[src/sv/rvd_pkg.sv]
// Shared constants and types for the radial vignette darkener.
`default_nettype none

package rvd_pkg;

	// Field and register widths
	localparam int CFG_W  = 13;   // frame_width / frame_height register width
	localparam int OPAC_W = 9;    // darkening register width
	localparam int CH_W   = 8;    // color channel width
	localparam int IDX_W  = 2;    // configuration index width

	// Fixed point: Q16 fraction, normalized distance a in 0..65536
	localparam int FRAC_W = 16;
	localparam int A_W    = FRAC_W + 1;
	localparam logic [A_W-1:0] ONE_Q16 = A_W'(65536);
	localparam logic [A_W-1:0] FACTOR_MIN = A_W'(19712);

	// Darkening gain: 179/256 stands for 0.7
	localparam int GAIN_W = 8;
	localparam logic [GAIN_W-1:0] GAIN = GAIN_W'(179);
	localparam logic [OPAC_W-1:0] OPAC_MAX = OPAC_W'(256);

	// Default geometry limit
	localparam int MAX_DIM_DEF = 4096;

	// Register reset values
	localparam logic [CFG_W-1:0]  WIDTH_RST  = CFG_W'(640);
	localparam logic [CFG_W-1:0]  HEIGHT_RST = CFG_W'(480);
	localparam logic [OPAC_W-1:0] DARK_RST   = OPAC_W'(230);

	// Configuration register indexes
	typedef logic [IDX_W-1:0] cfg_idx_t;
	localparam cfg_idx_t REG_WIDTH     = 2'd0;
	localparam cfg_idx_t REG_HEIGHT    = 2'd1;
	localparam cfg_idx_t REG_DARKENING = 2'd2;

endpackage

`default_nettype wire

[src/sv/radial_vignette_darkener.sv]
// Accept to result valid: 2 squares and a sum, a 2-bit-per-cycle square root over RT_W = 22
//   steps, a 17-step restoring divide, 7 scaling steps, handoff.
// After reset or any register write the first pixel also computes the normalizing root in an
//   extra pass of the squares, sum and root steps; the result is cached until the next write.
// A new pixel is taken only after the previous result has been handed off, later on stalls.
// Reset: arst_n clears control, position, cached norm; registers load 640, 480, 230.
`default_nettype none

module radial_vignette_darkener #(
	parameter int MAX_DIM = rvd_pkg::MAX_DIM_DEF
) (
	input  wire logic                        clk,
	input  wire logic                        arst_n,
	// pixel input
	input  wire logic                        s_tvalid,
	output logic                             s_tready,
	input  wire logic [3*rvd_pkg::CH_W-1:0]  s_tdata,   // red_in, green_in, blue_in
	input  wire logic                        s_tuser,   // frame_start
	// pixel output
	output logic                             m_tvalid,
	input  wire logic                        m_tready,
	output logic [3*rvd_pkg::CH_W-1:0]       m_tdata,   // red_out, green_out, blue_out
	output logic                             m_tlast,   // frame_end
	// configuration writes
	input  wire logic                        cfg_valid,
	output logic                             cfg_ready,
	input  wire logic [rvd_pkg::IDX_W-1:0]   cfg_index,
	input  wire logic [rvd_pkg::CFG_W-1:0]   cfg_data
);

	localparam int CH_W   = rvd_pkg::CH_W;
	localparam int CFG_W  = rvd_pkg::CFG_W;
	localparam int OPAC_W = rvd_pkg::OPAC_W;
	localparam int FRAC_W = rvd_pkg::FRAC_W;
	localparam int A_W    = rvd_pkg::A_W;
	localparam int GAIN_W = rvd_pkg::GAIN_W;

	localparam int DIM_W  = $clog2(MAX_DIM + 1);     // holds 1..MAX_DIM
	localparam int POS_W  = $clog2(MAX_DIM);         // holds 0..MAX_DIM-1
	localparam int EXT_W  = CFG_W + 1;               // register value next to MAX_DIM
	localparam int SQ_W   = 2 * DIM_W;
	localparam int RT_W   = DIM_W + 9;               // root width
	localparam int RAD_W  = 2 * RT_W;                // radicand width
	localparam int SUB_W  = RT_W + 2;
	localparam int MA_W   = (DIM_W > A_W + GAIN_W) ? DIM_W : A_W + GAIN_W;
	localparam int MB_W   = (DIM_W > A_W) ? DIM_W : A_W;
	localparam int P_W    = MA_W + MB_W;
	localparam int ITER_N = (RT_W > A_W) ? RT_W : A_W;
	localparam int CNT_W  = $clog2(ITER_N);

	typedef enum logic [3:0] {
		S_IDLE, S_SQX, S_SQY, S_SUM, S_SQRT, S_DIV, S_MUL1, S_MUL2,
		S_FACT, S_CH0, S_CH1, S_CH2, S_CH3, S_DONE
	} state_t;

	state_t                state_q;
	logic [CNT_W-1:0]      cnt_q;
	logic                  calc_m_q;
	logic                  m_valid_q;
	logic [CFG_W-1:0]      width_q;
	logic [CFG_W-1:0]      height_q;
	logic [OPAC_W-1:0]     dark_q;
	logic [POS_W-1:0]      col_q;
	logic [POS_W-1:0]      row_q;

	// datapath registers
	logic [CH_W-1:0]       red_q, green_q, blue_q;
	logic [CH_W-1:0]       res_r_q, res_g_q, res_b_q;
	logic                  last_q;
	logic [DIM_W-1:0]      dx_q, dy_q;
	logic [SQ_W-1:0]       acc_q;
	logic [P_W-1:0]        prod_q;
	logic [RAD_W-1:0]      rad_q;
	logic [RT_W-1:0]       root_q;
	logic [RT_W:0]         rem_q;
	logic [RT_W-1:0]       m_q;
	logic [A_W-1:0]        quo_q;
	logic [A_W-1:0]        factor_q;

	logic                  in_acc;
	logic                  cfg_acc;
	logic [DIM_W-1:0]      w_eff, h_eff;
	logic [EXT_W-1:0]      w_ext, h_ext;
	logic [OPAC_W-1:0]     op_eff;
	logic [DIM_W-1:0]      col_ext, row_ext;
	logic [DIM_W-1:0]      col_eff, row_eff;
	logic [DIM_W-1:0]      col_inc, row_inc;
	logic [DIM_W:0]        col2, row2;
	logic [DIM_W-1:0]      dx_new, dy_new;
	logic                  last_new;
	logic [MA_W-1:0]       mul_a;
	logic [MB_W-1:0]       mul_b;
	logic [SUB_W-1:0]      sub_a, sub_b;
	logic [SUB_W:0]        diff;
	logic                  ge;
	logic [RT_W:0]         div_cand;
	logic [RT_W-1:0]       root_new;
	logic [SQ_W:0]         sum_sq;
	logic                  sqrt_last;
	logic                  div_first;

	assign in_acc    = s_tvalid && s_tready;
	assign cfg_acc   = cfg_valid && cfg_ready;
	assign s_tready  = (state_q == S_IDLE);
	assign cfg_ready = (state_q == S_IDLE);

	// Effective geometry: zero reads as 1, oversize reads as MAX_DIM
	assign w_ext = {1'b0, width_q};
	assign h_ext = {1'b0, height_q};
	always_comb begin
		if (width_q == '0) begin
			w_eff = DIM_W'(1);
		end else if (w_ext > EXT_W'(MAX_DIM)) begin
			w_eff = DIM_W'(MAX_DIM);
		end else begin
			w_eff = w_ext[DIM_W-1:0];
		end
		if (height_q == '0) begin
			h_eff = DIM_W'(1);
		end else if (h_ext > EXT_W'(MAX_DIM)) begin
			h_eff = DIM_W'(MAX_DIM);
		end else begin
			h_eff = h_ext[DIM_W-1:0];
		end
	end
	assign op_eff = (dark_q > rvd_pkg::OPAC_MAX) ? rvd_pkg::OPAC_MAX : dark_q;

	// Position of the incoming pixel and the next one
	assign col_ext = DIM_W'(col_q);
	assign row_ext = DIM_W'(row_q);
	assign col_eff = (s_tuser || col_ext >= w_eff) ? '0 : col_ext;
	assign row_eff = (s_tuser || row_ext >= h_eff) ? '0 : row_ext;
	assign col_inc = col_eff + DIM_W'(1);
	assign row_inc = row_eff + DIM_W'(1);
	assign last_new = (col_eff == w_eff - DIM_W'(1)) && (row_eff == h_eff - DIM_W'(1));

	// Distance from center in doubled coordinates
	assign col2   = {col_eff, 1'b0};
	assign row2   = {row_eff, 1'b0};
	assign dx_new = (col2 >= {1'b0, w_eff}) ? DIM_W'(col2 - {1'b0, w_eff})
		: DIM_W'({1'b0, w_eff} - col2);
	assign dy_new = (row2 >= {1'b0, h_eff}) ? DIM_W'(row2 - {1'b0, h_eff})
		: DIM_W'({1'b0, h_eff} - row2);

	// Shared multiplier operand select
	always_comb begin
		mul_a = '0;
		mul_b = '0;
		case (state_q)
			S_SQX: begin
				mul_a = MA_W'(calc_m_q ? w_eff : dx_q);
				mul_b = MB_W'(calc_m_q ? w_eff : dx_q);
			end
			S_SQY: begin
				mul_a = MA_W'(calc_m_q ? h_eff : dy_q);
				mul_b = MB_W'(calc_m_q ? h_eff : dy_q);
			end
			S_MUL1: begin
				mul_a = MA_W'(quo_q);
				mul_b = MB_W'(rvd_pkg::GAIN);
			end
			S_MUL2: begin
				mul_a = MA_W'(prod_q[A_W+GAIN_W-1:0]);
				mul_b = MB_W'(op_eff);
			end
			S_CH0: begin
				mul_a = MA_W'(red_q);
				mul_b = MB_W'(factor_q);
			end
			S_CH1: begin
				mul_a = MA_W'(green_q);
				mul_b = MB_W'(factor_q);
			end
			S_CH2: begin
				mul_a = MA_W'(blue_q);
				mul_b = MB_W'(factor_q);
			end
			default: begin
				mul_a = '0;
				mul_b = '0;
			end
		endcase
	end

	// Shared subtractor: root trial in the square root, divisor trial in the divide
	assign div_first = (cnt_q == CNT_W'(A_W - 1));
	assign div_cand  = div_first ? rem_q : {rem_q[RT_W-1:0], 1'b0};
	always_comb begin
		if (state_q == S_DIV) begin
			sub_a = SUB_W'(div_cand);
			sub_b = SUB_W'(m_q);
		end else begin
			sub_a = {rem_q[RT_W-1:0], rad_q[RAD_W-1 -: 2]};
			sub_b = {root_q, 2'b01};
		end
	end
	assign diff      = {1'b0, sub_a} - {1'b0, sub_b};
	assign ge        = !diff[SUB_W];
	assign root_new  = {root_q[RT_W-2:0], ge};
	assign sqrt_last = (state_q == S_SQRT) && (cnt_q == '0);
	assign sum_sq    = {1'b0, acc_q} + {1'b0, prod_q[SQ_W-1:0]};

	// Sequencer, position, registers and output register
	always_ff @(posedge clk or negedge arst_n) begin
		if (!arst_n) begin
			state_q   <= S_IDLE;
			cnt_q     <= '0;
			calc_m_q  <= 1'b0;
			m_valid_q <= 1'b0;
			width_q   <= rvd_pkg::WIDTH_RST;
			height_q  <= rvd_pkg::HEIGHT_RST;
			dark_q    <= rvd_pkg::DARK_RST;
			col_q     <= '0;
			row_q     <= '0;
			m_tvalid  <= 1'b0;
			m_tdata   <= '0;
			m_tlast   <= 1'b0;
		end else begin
			if (m_tvalid && m_tready && state_q != S_DONE) begin
				m_tvalid <= 1'b0;
			end
			if (cfg_acc) begin
				m_valid_q <= 1'b0;
				case (cfg_index)
					rvd_pkg::REG_WIDTH:     width_q  <= cfg_data;
					rvd_pkg::REG_HEIGHT:    height_q <= cfg_data;
					rvd_pkg::REG_DARKENING: dark_q   <= cfg_data[OPAC_W-1:0];
					default: ;
				endcase
			end
			case (state_q)
				S_IDLE: begin
					if (in_acc) begin
						calc_m_q <= !m_valid_q;
						state_q  <= S_SQX;
						if (col_inc == w_eff) begin
							col_q <= '0;
							row_q <= (row_inc == h_eff) ? '0 : row_inc[POS_W-1:0];
						end else begin
							col_q <= col_inc[POS_W-1:0];
							row_q <= row_eff[POS_W-1:0];
						end
					end
				end
				S_SQX: state_q <= S_SQY;
				S_SQY: state_q <= S_SUM;
				S_SUM: begin
					cnt_q   <= CNT_W'(RT_W - 1);
					state_q <= S_SQRT;
				end
				S_SQRT: begin
					if (cnt_q == '0) begin
						if (calc_m_q) begin
							calc_m_q  <= 1'b0;
							m_valid_q <= 1'b1;
							state_q   <= S_SQX;
						end else begin
							cnt_q   <= CNT_W'(A_W - 1);
							state_q <= S_DIV;
						end
					end else begin
						cnt_q <= cnt_q - CNT_W'(1);
					end
				end
				S_DIV: begin
					if (cnt_q == '0) begin
						state_q <= S_MUL1;
					end else begin
						cnt_q <= cnt_q - CNT_W'(1);
					end
				end
				S_MUL1: state_q <= S_MUL2;
				S_MUL2: state_q <= S_FACT;
				S_FACT: state_q <= S_CH0;
				S_CH0:  state_q <= S_CH1;
				S_CH1:  state_q <= S_CH2;
				S_CH2:  state_q <= S_CH3;
				S_CH3:  state_q <= S_DONE;
				S_DONE: begin
					if (!m_tvalid || m_tready) begin
						m_tvalid <= 1'b1;
						m_tdata  <= {res_b_q, res_g_q, res_r_q};
						m_tlast  <= last_q;
						state_q  <= S_IDLE;
					end
				end
				default: state_q <= S_IDLE;
			endcase
		end
	end

	// Datapath registers
	always_ff @(posedge clk) begin
		prod_q <= P_W'(mul_a) * P_W'(mul_b);
		if (in_acc) begin
			red_q   <= s_tdata[CH_W-1:0];
			green_q <= s_tdata[2*CH_W-1:CH_W];
			blue_q  <= s_tdata[3*CH_W-1:2*CH_W];
			last_q  <= last_new;
			dx_q    <= dx_new;
			dy_q    <= dy_new;
		end
		case (state_q)
			S_SQY: acc_q <= prod_q[SQ_W-1:0];
			S_SUM: begin
				rad_q  <= RAD_W'({sum_sq, FRAC_W'(0)});
				root_q <= '0;
				rem_q  <= '0;
			end
			S_SQRT: begin
				rad_q  <= rad_q << 2;
				root_q <= root_new;
				// distance root seeds the divide; otherwise keep the root remainder
				if (sqrt_last && !calc_m_q) begin
					rem_q <= (RT_W + 1)'(root_new);
				end else begin
					rem_q <= ge ? diff[RT_W:0] : sub_a[RT_W:0];
				end
				if (sqrt_last && calc_m_q) begin
					m_q <= root_new;
				end
			end
			S_DIV: begin
				rem_q <= ge ? diff[RT_W:0] : div_cand;
				quo_q <= {quo_q[A_W-2:0], ge};
			end
			S_FACT: factor_q <= rvd_pkg::ONE_Q16 - prod_q[FRAC_W +: A_W];
			S_CH1:  res_r_q <= prod_q[FRAC_W +: CH_W];
			S_CH2:  res_g_q <= prod_q[FRAC_W +: CH_W];
			S_CH3:  res_b_q <= prod_q[FRAC_W +: CH_W];
			default: ;
		endcase
	end

`ifndef SYNTH
	// No new request is taken while a pixel is in work
	a_busy_after_accept: assert property (@(posedge clk) disable iff (!arst_n)
		in_acc |=> !s_tready)
		else $error("input accepted while sequencer busy");

	// A result appears only from the handoff state
	a_out_from_done: assert property (@(posedge clk) disable iff (!arst_n)
		$rose(m_tvalid) |-> $past(state_q == S_DONE))
		else $error("output valid raised outside handoff");

	// Cached norm is never zero, so the divide is defined
	a_norm_nonzero: assert property (@(posedge clk) disable iff (!arst_n)
		(m_valid_q && state_q == S_DIV) |-> (m_q != '0))
		else $error("normalizing root is zero");

	// Normalized distance never exceeds 1.0
	a_quo_bound: assert property (@(posedge clk) disable iff (!arst_n)
		(state_q == S_MUL1) |-> (quo_q <= rvd_pkg::ONE_Q16))
		else $error("normalized distance above one");

	// Darkening factor stays at or above its floor
	a_factor_floor: assert property (@(posedge clk) disable iff (!arst_n)
		(state_q == S_CH0) |-> (factor_q >= rvd_pkg::FACTOR_MIN))
		else $error("darkening factor below floor");
`endif

endmodule

`default_nettype wire

[config.mk]
export PLATFORM = sky130hd
export DESIGN_NAME = radial_vignette_darkener
export DESIGN_NICKNAME = d
export VERILOG_FILES = /design/src/sv/rvd_pkg.sv /design/src/sv/radial_vignette_darkener.sv
export SDC_FILE = /design/constraint.sdc
export NUM_CORES = 2
export LEC_CHECK = 0
export ABC_CLOCK_PERIOD_IN_PS = 22200
export BUFFER_PORTS_ARGS = -buffer_cell sky130_fd_sc_hd__buf_2
export CAP_MARGIN = 5
export CORE_AREA = 2 2 215 322
export CTS_BUF_LIST = sky130_fd_sc_hd__clkbuf_8
export CTS_CLUSTER_SIZE = 25
export DETAILED_ROUTE_END_ITERATION = 7
export DIE_AREA = 0 0 217 324
export PLACE_DENSITY = 0.7
export SYNTH_ARGS = -nofsm -noshare
export SYNTH_HDL_FRONTEND = slang
export SYNTH_SLANG_ARGS = --single-unit
[constraint.sdc]
create_clock -name clk -period 22.2 [get_ports clk]
set_input_delay 2.22 -clock clk [delete_from_list [all_inputs] [get_ports clk]]
set_output_delay 2.22 -clock clk [all_outputs]
set_load 0.03 [all_outputs]
# Word level (Yosys, flattened, before mapping)
# Cells that the tools add are included.
[totals] regBits=375 out_inout_bits=28 word_cells=156 input_bits=45
[classes] n_addsub=12 mul=1 order_cmp=7 n_eq_ne=27 n_mux=47 reduce_logical=33
[op_table] operator="25-bit case mux with 7 select lines" count=1
[op_table] operator="13-bit two-way mux" count=10
[op_table] operator="23-bit two-way mux" count=4
[op_table] operator="44-bit case mux with 2 select lines" count=1
[op_table] operator="17-bit case mux with 5 select lines" count=1
[op_table] operator="23-bit case mux with 3 select lines" count=1
[op_table] operator="12-bit two-way mux" count=5
[op_table] operator="4-bit case mux with 14 select lines" count=1
[op_table] operator="13-bit subtractor" count=4
[op_table] operator="24-bit two-way mux" count=2
[op_table] operator="22-bit case mux with 2 select lines" count=1
[op_table] operator="25-bit by 17-bit multiplier with 33-bit output" count=1
[op_table] operator="26-bit by 26-bit adder with 27-bit output" count=1
[op_table] operator="12-bit by 1-bit adder with 13-bit output, second input constant" count=2
[op_table] operator="12-bit by 13-bit equality test with 1-bit output" count=2
[op_table] operator="13-bit equality test" count=2
[op_table] operator="12-bit by 13-bit >= comparator with 1-bit output" count=2
[op_table] operator="13-bit >= comparator" count=2
[op_table] operator="13-bit > comparator, second input constant" count=2
[op_table] operator="13-bit zero test" count=2
[op_table] operator="13-bit by 1-bit subtractor with 13-bit output, second input constant" count=2
[op_table] operator="24-bit by 24-bit subtractor with 25-bit output" count=1
[op_table] operator="4-bit equality test, second input constant" count=6
[op_table] operator="17-bit subtractor, first input constant" count=1
[op_table] operator="31 further kinds" count=70

# Longest topological paths before layout
[logic_depth] depth_word=10 mapped_depth=34 ltp_nobuf=31

# Least setup slack after synthesis
# Ideal clock, no wire load.
[synth_path] kind="reg2reg" start="reg calc_m_q" end="reg prod_q[32]" slack_ps=14628 arrival_time_ps=7500 required_time_ps=22128 synth_period_minus_slack_ps=7572 stages_incl_launch_ff=31 path_cell_list="dfrtp_1 > clkbuf_1 > clkbuf_1 > clkbuf_1 > mux2i_1 > o22ai_1 > a221oi_1 > nor2_1 > fa_1 > inv_1 > fa_1 > inv_1 > fa_1 > inv_1 > fa_1 > inv_1 > fa_1 > inv_1 > fa_1 > inv_1 > ha_1 > a21o_1 > a21oi_1 > nor2_1 > a31oi_1 > a21oi_1 > a41oi_1 > a21oi_1 > a211o_1 > a21oi_1 > xnor2_1"
[synth_between] elab_chain_cells=3 word_cells_on_any_way=7 cone_classes="mul: 1; mux: 6"
[synth_rtl] item="from (decl)" line_no="radial_vignette_darkener.sv:58" rtl="logic calc_m_q;"
[synth_rtl] item="from (signal assigned)" line_no="radial_vignette_darkener.sv:234" rtl="calc_m_q <= !m_valid_q;"
[synth_rtl] item="13-bit two-way mux, on equally long branches"
[synth_rtl] item="25-bit case mux with 7 select lines / 17-bit case mux with 5 select lines (equally long branches)" line_no="radial_vignette_darkener.sv:149" rtl="case (state_q)"
[synth_rtl] item="25-bit by 17-bit multiplier with 33-bit output (*)" line_no="radial_vignette_darkener.sv:294" rtl="prod_q <= P_W'(mul_a) * P_W'(mul_b);"
[synth_rtl] item="to (signal assigned)" line_no="radial_vignette_darkener.sv:294"
[synth_rtl] item="to (decl)" line_no="radial_vignette_darkener.sv:72" rtl="logic [P_W-1:0] prod_q;"
# Mark *: on every way between the ends. The rest lies on a longest branch, timed or not.
# A chain may end at the register's enable or synchronous reset.

# Worst setup path after layout
[layout_path] start="reg width_q[12]" end="reg prod_q[31]"
[layout_between] elab_chain_cells=6 word_cells_on_any_way=9 cone_classes="mul: 1; order compare: 1; mux: 6; reduce/logical: 1"
[layout_rtl] item="from (decl)" line_no="radial_vignette_darkener.sv:60" rtl="logic [CFG_W-1:0] width_q;"
[layout_rtl] item="from (signal assigned)" line_no="radial_vignette_darkener.sv:210" rtl="width_q <= rvd_pkg::WIDTH_RST;"
[layout_rtl] item="from (signal assigned)" line_no="radial_vignette_darkener.sv:225" rtl="rvd_pkg::REG_WIDTH: width_q <= cfg_data;"
[layout_rtl] item="13-bit > comparator" line_no="radial_vignette_darkener.sv:113" rtl="end else if (w_ext > EXT_W'(MAX_DIM)) begin"
[layout_rtl] item="13-bit two-way mux" line_no="radial_vignette_darkener.sv:113"
[layout_rtl] item="13-bit two-way mux (*)" line_no="radial_vignette_darkener.sv:111" rtl="if (width_q == '0) begin"
[layout_rtl] item="13-bit two-way mux" line_no="radial_vignette_darkener.sv:151, radial_vignette_darkener.sv:152"
[layout_rtl] item="25-bit case mux with 7 select lines / 17-bit case mux with 5 select lines (equally long branches)" line_no="radial_vignette_darkener.sv:149"
[layout_rtl] item="25-bit by 17-bit multiplier with 33-bit output (*)" line_no="radial_vignette_darkener.sv:294"
# Marked as above.

==> metrics.log <==
INFO  metric worst_setup_hold_path_clk_slew = 70 ps
INFO  metric path_max_fanout = 18
INFO  metric clock_latency = about 740 ps
INFO  metric dp.final_hpwl = 76,600 µm
INFO  metric detailedRoute.firstIterationViolations = 2,254
INFO  metric post_route_cells_drive_above_1_share = approximately a tenth
INFO  metric worst_slew_pin_slew = 1140 ps
INFO  metric netlist_instances = 3,515
INFO  metric critPathKind = flip-flop to flip-flop
INFO  metric maximum_number_of_pins_on_one_net_before_global_route_repair = 62
INFO  metric cts_resized = 0
INFO  metric timing.final.crit_share = 38.9%
INFO  metric ir_worst_vdd = 0.0000783 V
INFO  metric io_buffer_count = 72
INFO  metric relSlewSlack = 23.7%
INFO  metric fillers = 6,176
INFO  metric hold_path.class = flip-flop to flip-flop
INFO  metric cts_tree = yes
INFO  metric worst_ep_required_time = between 20,000 and 25,000 ps
INFO  metric yosys_warning_total = 0
INFO  metric number_of_antenna_violations_at_the_first_check_in_global_routing = 4
INFO  metric die-area = around 70,000 µm²
INFO  metric setup_viol_count_final = 0
INFO  metric cts_num_sinks = 359
INFO  metric setup.worst_path.start_class = flip-flop
INFO  metric coreArea = 67,600 µm²
INFO  metric critical_path.top_delay_family = adder cells
INFO  metric clk_path_buf_depth = 3
INFO  metric remaining_drc_errors = 0
INFO  metric reg_to_reg_slack_setup = 13,570 ps
INFO  metric cts_root_buffer = sky130_fd_sc_hd__clkbuf_8
INFO  metric crit_path_end_kind = flip-flop
INFO  metric crit_arrival = 9220 ps
INFO  metric floorplan.die.height = 324 µm
INFO  metric rsz0062_at_grt = false
INFO  metric drt_pass1_iterations = 7
INFO  metric first_pass_grt_wire_length = between 150,000 and 200,000 µm
INFO  metric async_reset_ff_share = between 20% and 30%
INFO  metric postSynthAreaPerCell = between 9 and 10 µm²
INFO  metric antenna_violating_nets_post_route = 0
INFO  metric area_growth = 8.54%
INFO  metric register_bit_count_reported_by_yosys = 359
INFO  metric cts-buffers-inserted = 59
INFO  metric synth.yosys.seq_area_share = between 20 and 30%
INFO  metric run_status = completed
INFO  metric synth_edf_count = 230
INFO  metric postLayoutSetupSlackWorst = 13,570 ps
INFO  metric ys_dominant_reg_cell = sky130_fd_sc_hd__edfxtp_1
INFO  metric synth_area = approximately 33,000 µm²
INFO  metric htree_levels = 2
INFO  metric cellLeakagePower = 16.1 nW
INFO  metric timing.critical_path.buf_inv = 7
INFO  metric detail_route.wirelength = between 100,000 and 150,000 µm
INFO  metric highest_delay_cell_along_the_critical_path = sky130_fd_sc_hd__a221o_1
INFO  metric synth_cell_types = 99
INFO  metric grt_pass1_vias = 27,500
INFO  metric power.density_cell_area = between 150 and 200 nW/µm²
INFO  metric initial_core_util = between 40% and 50%
INFO  metric min_period = ~8600 ps
INFO  metric globalRoute.totalOverflow = 0
INFO  metric max_cap_violations = 0
INFO  metric nets = 4,189
INFO  metric finalClockSkew = 93.0 ps
INFO  metric max_freq = 0.116 GHz
INFO  metric drt-vias-per-instance = between 5 and 6
INFO  metric grt_util_all_layers = 28.8%
INFO  metric top_level_ports = 73
INFO  metric routed-via-count = roughly 27,000
INFO  metric detailedPlace.worstSlack = 13,830 ps
INFO  metric rows = 117
INFO  metric number_of_slew_limit_violations_in_the_final_report = 0
INFO  metric wl_per_cell = 21.9 µm
INFO  metric finalHoldViolCount = 0
INFO  metric die_width = around 220 µm
INFO  metric slowest_delay = 930 ps
INFO  metric finalWeightedCongestion = around 1.0
INFO  metric cts_hold_buf = 0
INFO  metric post-cts-setup-buffer-count = 0
INFO  metric final_setup_tns = 0 ps
## state kept, by name (all words and copies together), names as in the netlist, 17 cells and up
register / cells
m_q: 22
quo_q: 17
m_tdata: 24
rem_q: 23
factor_q: 17
root_q: 22
acc_q: 26
rad_q: 28
prod_q: 33
## cell usage in the layout (no fill, tap or decap), types with 46 or more instances in the layout
cell type	Yosys	layout
sky130_fd_sc_hd__inv_1	500	524
sky130_fd_sc_hd__nand2_1	356	355
sky130_fd_sc_hd__fa_1	316	316
sky130_fd_sc_hd__nor2_1	286	281
sky130_fd_sc_hd__edfxtp_1	230	230
sky130_fd_sc_hd__ha_1	204	204
sky130_fd_sc_hd__o21ai_0	172	171
sky130_fd_sc_hd__a21oi_1	142	141
sky130_fd_sc_hd__xnor2_1	106	106
sky130_fd_sc_hd__dfrtp_1	85	84
sky130_fd_sc_hd__mux2i_1	76	76
sky130_fd_sc_hd__conb_1	2	72
sky130_fd_sc_hd__buf_2	13	71
sky130_fd_sc_hd__mux2_2	68	68
sky130_fd_sc_hd__a21o_1	67	67
sky130_fd_sc_hd__clkbuf_8	0	65
sky130_fd_sc_hd__buf_4	1	55
sky130_fd_sc_hd__nand3_1	53	53
sky130_fd_sc_hd__nor3_1	56	50
sky130_fd_sc_hd__xor2_1	46	46
## synth_stat cells (7+ instances only)
library cell,count,area [µm²]
sky130_fd_sc_hd__nand4_1,20,125
sky130_fd_sc_hd__nor3_1,56,280
sky130_fd_sc_hd__dfstp_2,11,289
sky130_fd_sc_hd__dfrtp_1,85,2130
sky130_fd_sc_hd__or3_1,19,119
sky130_fd_sc_hd__inv_1,500,1880
sky130_fd_sc_hd__nand2b_1,34,213
sky130_fd_sc_hd__nand2_1,356,1340
sky130_fd_sc_hd__nand3_1,53,265
sky130_fd_sc_hd__a31oi_1,27,169
sky130_fd_sc_hd__a31o_2,7,61.3
sky130_fd_sc_hd__and2_1,22,138
sky130_fd_sc_hd__nor2b_1,39,244
sky130_fd_sc_hd__fa_1,316,6330
sky130_fd_sc_hd__or4_1,7,52.6
sky130_fd_sc_hd__o22ai_1,26,163
sky130_fd_sc_hd__and3_1,35,219
sky130_fd_sc_hd__a221oi_1,18,158
sky130_fd_sc_hd__a21o_1,67,503
sky130_fd_sc_hd__nor4_1,18,113
sky130_fd_sc_hd__xor2_1,46,403
sky130_fd_sc_hd__a21oi_1,142,711
sky130_fd_sc_hd__buf_1,14,52.6
sky130_fd_sc_hd__o21ai_0,172,861
sky130_fd_sc_hd__mux2i_1,76,761
sky130_fd_sc_hd__xnor2_1,106,928
sky130_fd_sc_hd__dfxtp_1,33,661
sky130_fd_sc_hd__a22o_1,17,149
sky130_fd_sc_hd__a211oi_1,24,180
sky130_fd_sc_hd__nor2_1,286,1070
sky130_fd_sc_hd__a22oi_1,21,158
sky130_fd_sc_hd__a221o_1,13,130
sky130_fd_sc_hd__clkbuf_1,120,450
sky130_fd_sc_hd__ha_1,204,2550
sky130_fd_sc_hd__o211ai_1,28,210
sky130_fd_sc_hd__o21a_1,25,188
sky130_fd_sc_hd__mux2_2,68,766
sky130_fd_sc_hd__buf_2,13,65.1
sky130_fd_sc_hd__and4_1,7,61.3
sky130_fd_sc_hd__or2_2,10,62.6
sky130_fd_sc_hd__edfxtp_1,230,6910
## cells by family (layout without fill, tap and decap cells)
logic type	Yosys count	count (layout)	share of synthesized area, %
other cells	2	75	0.0225
xor+xnor	154	154	4.12
compound gates	685	685	13.6
simple gates	996	996	13.9
mux	144	144	4.56
flops	359	359	29.9
buf+inv	655	745	7.43
fa+ha+maj	520	520	26.5
## per-stage QoR
stage / hold slack [ps] / cells / total power [mW] / util, % / instance area [µm²]
final: 453 / 4570 / 5.57 / 53.7 / 36300
after global routing: 466 / 4570 / 6.01 / 53.7 / 36300
after CTS: 444 / 4567 / 5.53 / 53.7 / 36300
after detailed placement: 438 / 4455 / 4.91 / 51.9 / 35100
after global placement: 432 / 4455 / 4.85 / 51.9 / 35100
after floorplan: 426 / 3585 / 3.84 / - / 33700
## power by group
part / leakage (nW) / switching, mW / total (mW) / internal (mW)
Clock: 0.700 / 0.289 / 0.596 / 0.307
Combinational: 11.8 / 2.34 / 3.74 / 1.41
Sequential: 3.58 / 0.187 / 1.23 / 1.04
## final cells by class
cell class                      count  area, µm²  share of cell area (%)
Inverter                          507       1910                    5.26
Timing Repair Buffer              126        768                    2.12
Multi-Input combinational cell   2571      21300                    58.7
Antenna cell                        3       7.51                  0.0207
Sequential cell                   359       9980                    27.5
Tap cell                          892       1120                    3.07
Clock buffer                       65        895                    2.46
Clock inverter                     47        302                   0.831
## final timing paths
kind / start / end / cells past startpoint
hold / removal: quo_q[1]$_DFFE_PP_ / quo_q[2]$_DFFE_PP_ / 0
min in group asynchronous: arst_n / height_q[9]$_DFFE_PN0P_ / 1
max in group asynchronous: arst_n / dark_q[4]$_DFFE_PN0P_ / 2
hold reg to reg: quo_q[1]$_DFFE_PP_ / quo_q[2]$_DFFE_PP_ / 0
setup / recovery: width_q[12]$_DFFE_PN0P_ / prod_q[31]$_DFF_P_ / 28
setup reg to reg: width_q[12]$_DFFE_PN0P_ / prod_q[31]$_DFF_P_ / 28
## metal layers
layer	share of wire [%]	global-route usage, %
met1	35	31.3
met2	49	50.1
met3	7.0	4.37
met4	9.0	23.2
met5	0	0
No activity file was read; power rests on OpenSTA's default activity.
